==> src/rtl/kct_pkg.sv <==
// kct_pkg: shared types, sizes and codes for the keyed counter table.
// Used by kct_cell and keyed_counter_table; depends on nothing.
package kct_pkg;

    localparam int ENTRIES   = 16;
    localparam int KEY_CHARS = 8;

    localparam int KEY_W   = 64;
    localparam int QTY_W   = 32;
    localparam int COUNT_W = 5;                      // width of entry_count field
    localparam int CNT_W   = $clog2(ENTRIES + 1);    // width of the fill counter

    localparam logic [KEY_W-1:0] KEY_MASK = {KEY_W{1'b1}} >> (KEY_W - 8 * KEY_CHARS);

    typedef enum logic [1:0] {
        REQ_ADD    = 2'd0,
        REQ_REMOVE = 2'd1,
        REQ_LOOKUP = 2'd2
    } req_code_t;

    typedef enum logic [2:0] {
        ST_ACCUM    = 3'd0,
        ST_INSERT   = 3'd1,
        ST_FULL     = 3'd2,
        ST_REMOVED  = 3'd3,
        ST_NOTFOUND = 3'd4,
        ST_FOUND    = 3'd5
    } status_code_t;

    typedef enum logic {
        S_IDLE = 1'b0,
        S_EXEC = 1'b1
    } state_t;

    typedef struct packed {
        logic [1:0]              req_type;
        logic [KEY_W-1:0]        key;
        logic signed [QTY_W-1:0] amount;
    } req_t;

    typedef struct packed {
        logic [2:0]              status;
        logic signed [QTY_W-1:0] quantity;
        logic [COUNT_W-1:0]      entry_count;
    } rsp_t;

    // Per-cell control from the sequencer.
    typedef struct packed {
        logic valid;    // cell lies below the fill count
        logic ins_wr;   // cell takes the new entry
        logic acc_wr;   // matching cell takes the accumulated quantity
        logic rem_go;   // remove in progress: cells at and above the hit shift down
    } cell_ctl_t;

endpackage

==> src/rtl/kct_cell.sv <==
// kct_cell: one table entry (key and quantity) with its own key compare.
// Depends on kct_pkg; chained by keyed_counter_table.
module kct_cell (
    input  logic                              clk,
    input  kct_pkg::cell_ctl_t                ctl,
    input  logic [kct_pkg::KEY_W-1:0]         cmd_key,
    input  logic signed [kct_pkg::QTY_W-1:0]  wr_qty,
    input  logic [kct_pkg::KEY_W-1:0]         nb_key,
    input  logic signed [kct_pkg::QTY_W-1:0]  nb_qty,
    input  logic                              hit_below,
    output logic                              hit_thru,
    output logic                              match,
    output logic [kct_pkg::KEY_W-1:0]         key,
    output logic signed [kct_pkg::QTY_W-1:0]  qty,
    output logic signed [kct_pkg::QTY_W-1:0]  qty_hit
);

    logic [kct_pkg::KEY_W-1:0]        key_reg;
    logic signed [kct_pkg::QTY_W-1:0] qty_reg;
    logic                             shift;

    assign match    = ctl.valid && (key_reg == cmd_key);
    assign hit_thru = hit_below || match;
    assign shift    = ctl.rem_go && hit_thru;
    assign key      = key_reg;
    assign qty      = qty_reg;
    assign qty_hit  = match ? qty_reg : '0;

    // Take the upper neighbor on a remove, the new entry on insert,
    // the new sum on a hit.
    always_ff @(posedge clk)
    begin
        if (shift)
        begin
            key_reg <= nb_key;
            qty_reg <= nb_qty;
        end
        else if (ctl.ins_wr)
        begin
            key_reg <= cmd_key;
            qty_reg <= wr_qty;
        end
        else if (ctl.acc_wr && match)
        begin
            qty_reg <= wr_qty;
        end
    end

endmodule

==> src/rtl/keyed_counter_table.sv <==
// keyed_counter_table: compact table of unique keys with saturating signed counts.
// A word is captured, then compare-and-update runs in all cells in the execute state and
// registers the result; execute waits on an unread result, and no new word enters meanwhile.
// Reset: rst_n (async, low) empties the table; cell contents are left as they are.
// Depends on kct_pkg and kct_cell.
module keyed_counter_table (
    input  logic          clk,
    input  logic          rst_n,
    input  logic          req_valid,
    output logic          req_ready,
    input  kct_pkg::req_t req,
    output logic          rsp_valid,
    input  logic          rsp_ready,
    output kct_pkg::rsp_t rsp
);

    // ------------------------------------------------------------------
    // Sequencer state, command capture, fill count and result register
    // ------------------------------------------------------------------
    kct_pkg::state_t            state_reg, state_next;
    kct_pkg::req_t              cmd_reg;
    logic [kct_pkg::CNT_W-1:0]  count_reg, count_next;
    kct_pkg::rsp_t              rsp_reg, rsp_next;
    logic                       rsp_valid_reg, rsp_valid_next;

    // Chain wiring between cells
    kct_pkg::cell_ctl_t               cell_ctl  [kct_pkg::ENTRIES];
    logic [kct_pkg::KEY_W-1:0]        cell_key  [kct_pkg::ENTRIES];
    logic signed [kct_pkg::QTY_W-1:0] cell_qty  [kct_pkg::ENTRIES];
    logic signed [kct_pkg::QTY_W-1:0] cell_qhit [kct_pkg::ENTRIES];
    logic [kct_pkg::ENTRIES-1:0]      match_vec;
    logic [kct_pkg::ENTRIES:0]        hit_chain;

    // Control toward the cells
    logic                             go;
    logic                             do_ins;
    logic                             do_acc;
    logic                             do_rem;
    logic                             hit;
    logic                             full;
    logic signed [kct_pkg::QTY_W-1:0] found_qty;
    logic signed [kct_pkg::QTY_W:0]   sum_wide;
    logic signed [kct_pkg::QTY_W-1:0] acc_qty;
    logic signed [kct_pkg::QTY_W-1:0] wr_qty;

    assign req_ready = (state_reg == kct_pkg::S_IDLE);
    assign rsp_valid = rsp_valid_reg;
    assign rsp       = rsp_reg;

    // Hold the command; drop key bytes beyond KEY_CHARS up front.
    always_ff @(posedge clk)
    begin
        if (req_valid && req_ready)
        begin
            cmd_reg <= '{req_type: req.req_type,
                         key:      req.key & kct_pkg::KEY_MASK,
                         amount:   req.amount};
        end
    end

    assign hit_chain[0] = 1'b0;
    assign hit          = hit_chain[kct_pkg::ENTRIES];
    assign full         = (count_reg == kct_pkg::CNT_W'(kct_pkg::ENTRIES));

    // Only one valid cell can match, so an OR gathers its quantity.
    always_comb
    begin
        found_qty = '0;
        for (int i = 0; i < kct_pkg::ENTRIES; i++)
        begin
            found_qty = found_qty | cell_qhit[i];
        end
    end

    // Saturating add: overflow when the two top bits of the wide sum differ.
    always_comb
    begin
        sum_wide = {found_qty[kct_pkg::QTY_W-1], found_qty}
                 + {cmd_reg.amount[kct_pkg::QTY_W-1], cmd_reg.amount};
        if (sum_wide[kct_pkg::QTY_W] != sum_wide[kct_pkg::QTY_W-1])
        begin
            acc_qty = sum_wide[kct_pkg::QTY_W]
                    ? {1'b1, {(kct_pkg::QTY_W-1){1'b0}}}
                    : {1'b0, {(kct_pkg::QTY_W-1){1'b1}}};
        end
        else
        begin
            acc_qty = sum_wide[kct_pkg::QTY_W-1:0];
        end
    end

    assign wr_qty = hit ? acc_qty : cmd_reg.amount;

    // ------------------------------------------------------------------
    // Next state and result: the update happens in the execute cycle,
    // and only when the result register is free to take the answer.
    // ------------------------------------------------------------------
    always_comb
    begin
        state_next     = state_reg;
        count_next     = count_reg;
        rsp_next       = rsp_reg;
        rsp_valid_next = rsp_valid_reg;
        go             = 1'b0;
        do_ins         = 1'b0;
        do_acc         = 1'b0;
        do_rem         = 1'b0;

        if (rsp_valid_reg && rsp_ready)
        begin
            rsp_valid_next = 1'b0;
        end

        case (state_reg)
            kct_pkg::S_IDLE:
            begin
                if (req_valid)
                begin
                    state_next = kct_pkg::S_EXEC;
                end
            end
            kct_pkg::S_EXEC:
            begin
                go = !rsp_valid_reg || rsp_ready;
                if (go)
                begin
                    state_next       = kct_pkg::S_IDLE;
                    rsp_valid_next   = 1'b1;
                    rsp_next.status   = kct_pkg::ST_NOTFOUND;
                    rsp_next.quantity = '1;
                    case (cmd_reg.req_type)
                        kct_pkg::REQ_ADD:
                        begin
                            if (hit)
                            begin
                                do_acc            = 1'b1;
                                rsp_next.status   = kct_pkg::ST_ACCUM;
                                rsp_next.quantity = acc_qty;
                            end
                            else if (!full)
                            begin
                                do_ins            = 1'b1;
                                count_next        = count_reg + 1'b1;
                                rsp_next.status   = kct_pkg::ST_INSERT;
                                rsp_next.quantity = cmd_reg.amount;
                            end
                            else
                            begin
                                rsp_next.status   = kct_pkg::ST_FULL;
                                rsp_next.quantity = '0;
                            end
                        end
                        kct_pkg::REQ_REMOVE:
                        begin
                            if (hit)
                            begin
                                do_rem            = 1'b1;
                                count_next        = count_reg - 1'b1;
                                rsp_next.status   = kct_pkg::ST_REMOVED;
                                rsp_next.quantity = '0;
                            end
                        end
                        kct_pkg::REQ_LOOKUP:
                        begin
                            if (hit)
                            begin
                                rsp_next.status   = kct_pkg::ST_FOUND;
                                rsp_next.quantity = found_qty;
                            end
                        end
                        default:
                        begin
                            rsp_next.status   = kct_pkg::ST_NOTFOUND;
                        end
                    endcase
                    rsp_next.entry_count = kct_pkg::COUNT_W'(count_next);
                end
            end
            default:
            begin
                state_next = kct_pkg::S_IDLE;
            end
        endcase
    end

    always_ff @(posedge clk or negedge rst_n)
    begin
        if (!rst_n)
        begin
            state_reg     <= kct_pkg::S_IDLE;
            count_reg     <= '0;
            rsp_valid_reg <= 1'b0;
        end
        else
        begin
            state_reg     <= state_next;
            count_reg     <= count_next;
            rsp_valid_reg <= rsp_valid_next;
        end
    end

    // Result payload needs no reset; it is qualified by rsp_valid_reg.
    always_ff @(posedge clk)
    begin
        rsp_reg <= rsp_next;
    end

    // ------------------------------------------------------------------
    // Row of cells. Each cell compares its key against the command, passes
    // the running hit flag upward and, on a remove, takes its upper
    // neighbor's entry so the table stays compact. The top cell refills
    // from itself; it falls outside the fill count after the remove.
    // ------------------------------------------------------------------
    for (genvar i = 0; i < kct_pkg::ENTRIES; i++)
    begin : g_cell
        logic [kct_pkg::KEY_W-1:0]        nb_key;
        logic signed [kct_pkg::QTY_W-1:0] nb_qty;

        if (i + 1 < kct_pkg::ENTRIES)
        begin : g_nb
            assign nb_key = cell_key[i+1];
            assign nb_qty = cell_qty[i+1];
        end
        else
        begin : g_top
            assign nb_key = cell_key[i];
            assign nb_qty = cell_qty[i];
        end

        assign cell_ctl[i].valid  = (kct_pkg::CNT_W'(i) < count_reg);
        assign cell_ctl[i].ins_wr = do_ins && (kct_pkg::CNT_W'(i) == count_reg);
        assign cell_ctl[i].acc_wr = do_acc;
        assign cell_ctl[i].rem_go = do_rem;

        kct_cell u_cell (
            .clk       (clk),
            .ctl       (cell_ctl[i]),
            .cmd_key   (cmd_reg.key),
            .wr_qty    (wr_qty),
            .nb_key    (nb_key),
            .nb_qty    (nb_qty),
            .hit_below (hit_chain[i]),
            .hit_thru  (hit_chain[i+1]),
            .match     (match_vec[i]),
            .key       (cell_key[i]),
            .qty       (cell_qty[i]),
            .qty_hit   (cell_qhit[i])
        );
    end

`ifndef ASSERT_OFF
    // Fill count never passes the table size.
    a_count_bound: assert property (@(posedge clk) disable iff (!rst_n)
        count_reg <= kct_pkg::CNT_W'(kct_pkg::ENTRIES))
        else $error("fill count beyond table size");

    // Keys stay unique: at most one valid cell matches.
    a_unique_key: assert property (@(posedge clk) disable iff (!rst_n)
        $onehot0(match_vec))
        else $error("more than one cell matches the key");

    // An accepted word always moves the sequencer into execute.
    a_accept_exec: assert property (@(posedge clk) disable iff (!rst_n)
        (req_valid && req_ready) |=> (state_reg == kct_pkg::S_EXEC))
        else $error("accepted word did not start execute");

    // A new result appears only out of an execute cycle.
    a_rsp_from_exec: assert property (@(posedge clk) disable iff (!rst_n)
        $rose(rsp_valid_reg) |-> $past(state_reg == kct_pkg::S_EXEC))
        else $error("result raised outside execute");
`endif

endmodule

==> config.mk <==
export PLATFORM = sky130hd
export DESIGN_NAME = keyed_counter_table
export DESIGN_NICKNAME = d
export VERILOG_FILES = /design/src/rtl/kct_pkg.sv /design/src/rtl/kct_cell.sv /design/src/rtl/keyed_counter_table.sv
export SDC_FILE = /design/constraint.sdc
export NUM_CORES = 2
export LEC_CHECK = 0
export BUFFER_PORTS_ARGS = -buffer_cell sky130_fd_sc_hd__clkbuf_2
export CAP_MARGIN = 20
export CORE_MARGIN = 3
export CORE_UTILIZATION = 40
export DETAILED_ROUTE_END_ITERATION = 12
export HOLD_SLACK_MARGIN = 0.06
export SETUP_SLACK_MARGIN = 0.3
export SYNTH_ARGS = -nofsm -noshare
export SYNTH_HDL_FRONTEND = slang
export SYNTH_SLANG_ARGS = --single-unit
==> constraint.sdc <==
create_clock -name clk -period 11.7 [get_ports clk]
set_input_delay 1.17 -clock clk [delete_from_list [all_inputs] [get_ports clk]]
set_output_delay 1.17 -clock clk [all_outputs]
set_load 0.05 [all_outputs]
==> out/metrics.cfg <==
[synth]
yosys-top-cells-area = edfxtp_1 (57%), nand2_1 (7.7%), xor2_1 (7.4%)
ys_ff_latch = 1681
synth_cell_types = 89
syn_nets = 8556
yosys.area.top_type_share_pct = 56.7
async_flop_share_pct = 0.416
avgSynthCellArea_um2 = 10.5
yosysWarnings = 0
synth-seq-area-share_pct = 56.9
syn_area_um2 = 88700
synth_flop_cell = edfxtp_1
synth_top_area_cell = edfxtp_1
synth_common_cells = nand2_1 (1,815), edfxtp_1 (1,674), xor2_1 (751), nor2_1 (538), a21oi_1 (493)
netlist_instances = 8416
yosysMostFrequentCell = nand2_1
synth_edf_count = 1674

[power_and_ir_drop]
netSwitchingPower_mw = 5.17
seq_power_share_pct = 43.2
p_leak_nw = 34.9
combPwrFrac_pct = 19.3
intPower_mw = 11.3
clkPwrFrac_pct = 37.5
p_total_mw = 16.5
irDropWorstVdd_uv = 189
cellPowerDensity_nw_per_um2 = 166
sw_frac_of_total_pct = 31.4

[die]
core_area_um2 = 220000
initial_core_util_pct = 40.3
row_count = 172
dieArea_um2 = 227000
fp.dieH_um = 477
boundaryPins = 144
die_w_um = 477

[clock_network]
cts_tree = yes
htreeDepth = 4
cts-hold-fix-buffers = 0
ctsResizeCount = 0
clk_pin_slew_ps = 60
post_cts_buffers = 0
cts_root_buffer = clkbuf_16
clk_latency_ps = 880
cts_buffer_depth = 3
cts_buffers = 187
cts_sinks = 1681

[timing]
relSlewSlack_pct = 14.8
hold_viol = 0
setup_tns_ps = 0
slew_viol_final = 0
layout_worst_path_cycle_share_pct = 82.0
skew_ps = 59.2
tightest_slew_ps = 1280
whs_ps = 141
max_freq_mhz = 104
finalCriticalPeriod_ps = 9600
finalSetupViolCount = 0
rsz0062_at_grt = no

[place]
port_buffers = 143
place_inst = 11100
place_congestion = 1.03
dp_hpwl_mm = 279

[final_layout]
largest_reg_flops = 1024
area_growth_pct = 11.8
fillCellCount = 20500
drive_above_1_share_pct = 12.1
final_cells = 11500
final_core_util_pct = 45.0
nets = 8514

[critical_path]
cp_data_required_time_ps = 12260
crit_family = simple AND/OR/NAND/NOR gates
crit_chain = xor2_1 -> nor4_1 -> nand3_1 -> nor4_2 -> and3_2 -> buf_4 -> a222oi_1 -> and4_1 -> nand4_1 -> ha_1 -> nor2_1 -> nor3_1 -> a2111oi_0 -> o22ai_1 -> o21a_1 -> o31ai_1 -> buf_4 -> nand2b_2 -> buf_4 -> a2bb2oi_2 -> a21oi_1
critPathKind = reg2reg
arrival_ps = 10160
slowest_stage = and3_2
cp_max_fo = 20
end_kind = flip-flop
path_buf_inv = 3
slowest_delay_ps = 1020
start_kind = flip-flop
crit_top_cell = buf_4

[drt]
drt_iter0_drc = 14000
drt_wl_total_mm = 408
drc = 0
postRouteAntennaNets = 0
wire_per_inst_um = 35.5
num_vias = 73900
drt_first_pass_iters = 9
viasPerCell = 6.43

[outcome]
status = finished, final reports clean

[run]
drv_cap = 0

[global_routing]
antenna_found_initial = 30
grt_overflow = 0
grt_max_degree = 95
grtUsageTotal_pct = 34.6
grt_pass1_wl_mm = 553
grt_pass1_vias = 68100

[worst_hold_path]
hold_path.class = in2async

## final timing paths
kind	from	to	slack, ps	cells past startpoint
setup / recovery	cmd_reg[84]	g_cell[3].u_cell.qty[15]	2100	21
hold / removal	rst_n	count_reg[1]	140	1
setup reg to reg	cmd_reg[84]	g_cell[3].u_cell.qty[15]	2100	21
hold reg to reg	rsp_valid	rsp_valid	520	2
max in group asynchronous	rst_n	count_reg[3]	11370	1
min in group clk	req[76]	cmd_reg[76]	470	1
## power groups by stage
stage	sequential [mW]	combinational, mW	clock (mW)
2_1_floorplan	7.26	1.66	0
4_1_cts	7.12	3.03	6.17
6_report	7.12	3.18	6.18
3_5_place_dp	7.24	3.02	0
3_3_place_gp	7.24	2.99	0
5_1_grt	7.12	3.26	6.40
## metrics by stage
stage	setup slack (ps)	area, um^2
floorplan	3590	88700
global placement	2650	92800
detailed placement	2630	92900
CTS	2610	99100
global route	2120	99100
finish	2100	99200
## logic make-up after synthesis
kind of cell / synth area share, %
AOI/OAI and AO/OA: 9.85
xor gates and xnor gates: 9.37
adders and majority gates: 0.556
buffers and inverters: 3.87
DFF: 56.9
muxes: 2.47
and+or+nand+nor: 17.0
## cell usage in the layout, fill, tap and decap left out, types with 122 or more instances in the layout
| cell | count |
|---|---|
| xor2_1 | 751 |
| nor2_1 | 531 |
| xnor2_1 | 198 |
| buf_4 | 275 |
| nand2_1 | 1797 |
| edfxtp_1 | 1674 |
| clkbuf_2 | 143 |
| nor4_1 | 308 |
| clkbuf_16 | 193 |
| o21ai_0 | 424 |
| nand4_1 | 196 |
| a21oi_1 | 490 |
| mux2_2 | 192 |
| inv_1 | 122 |
## cell type report
type                    count  area (um^2)  area share [%]
clock inverters           113         1230            1.24
inverters                 130          488           0.492
multi-input cells        5940        35300            35.6
well taps                2958         3700            3.73
repair buffers            434         3040            3.06
diodes                     10         25.0          0.0252
clock buffers             231         4970            5.01
flip-flops and latches   1681        50400            50.9
## worst reg2reg max path: stages, from the launching register on
cell and delay (ps):
edfxtp_1 1010, xor2_1 290, nor4_1 970, nand3_1 410
nor4_2 500, and3_2 1020, buf_4 550, a222oi_1 140
and4_1 280, nand4_1 180, ha_1 320, nor2_1 190
nor3_1 80, a2111oi_0 650, o22ai_1 200, o21a_1 280
o31ai_1 290, buf_4 230, nand2b_2 510, buf_4 420
a2bb2oi_2 640, a21oi_1 160
## layer usage
layer  share of wire, %  vias up  global-route usage (%)  wire length, um
met1                 37    36300                    46.8           153000
met2                 41     6334                    49.2           169000
met5              0.022        -                       0               89
met4                6.3       12                    18.2            25600
li1                   -    30000                       -                -
met3                 15     1234                    11.1            60600
Note: power is estimated with default switching activity, not from simulation.
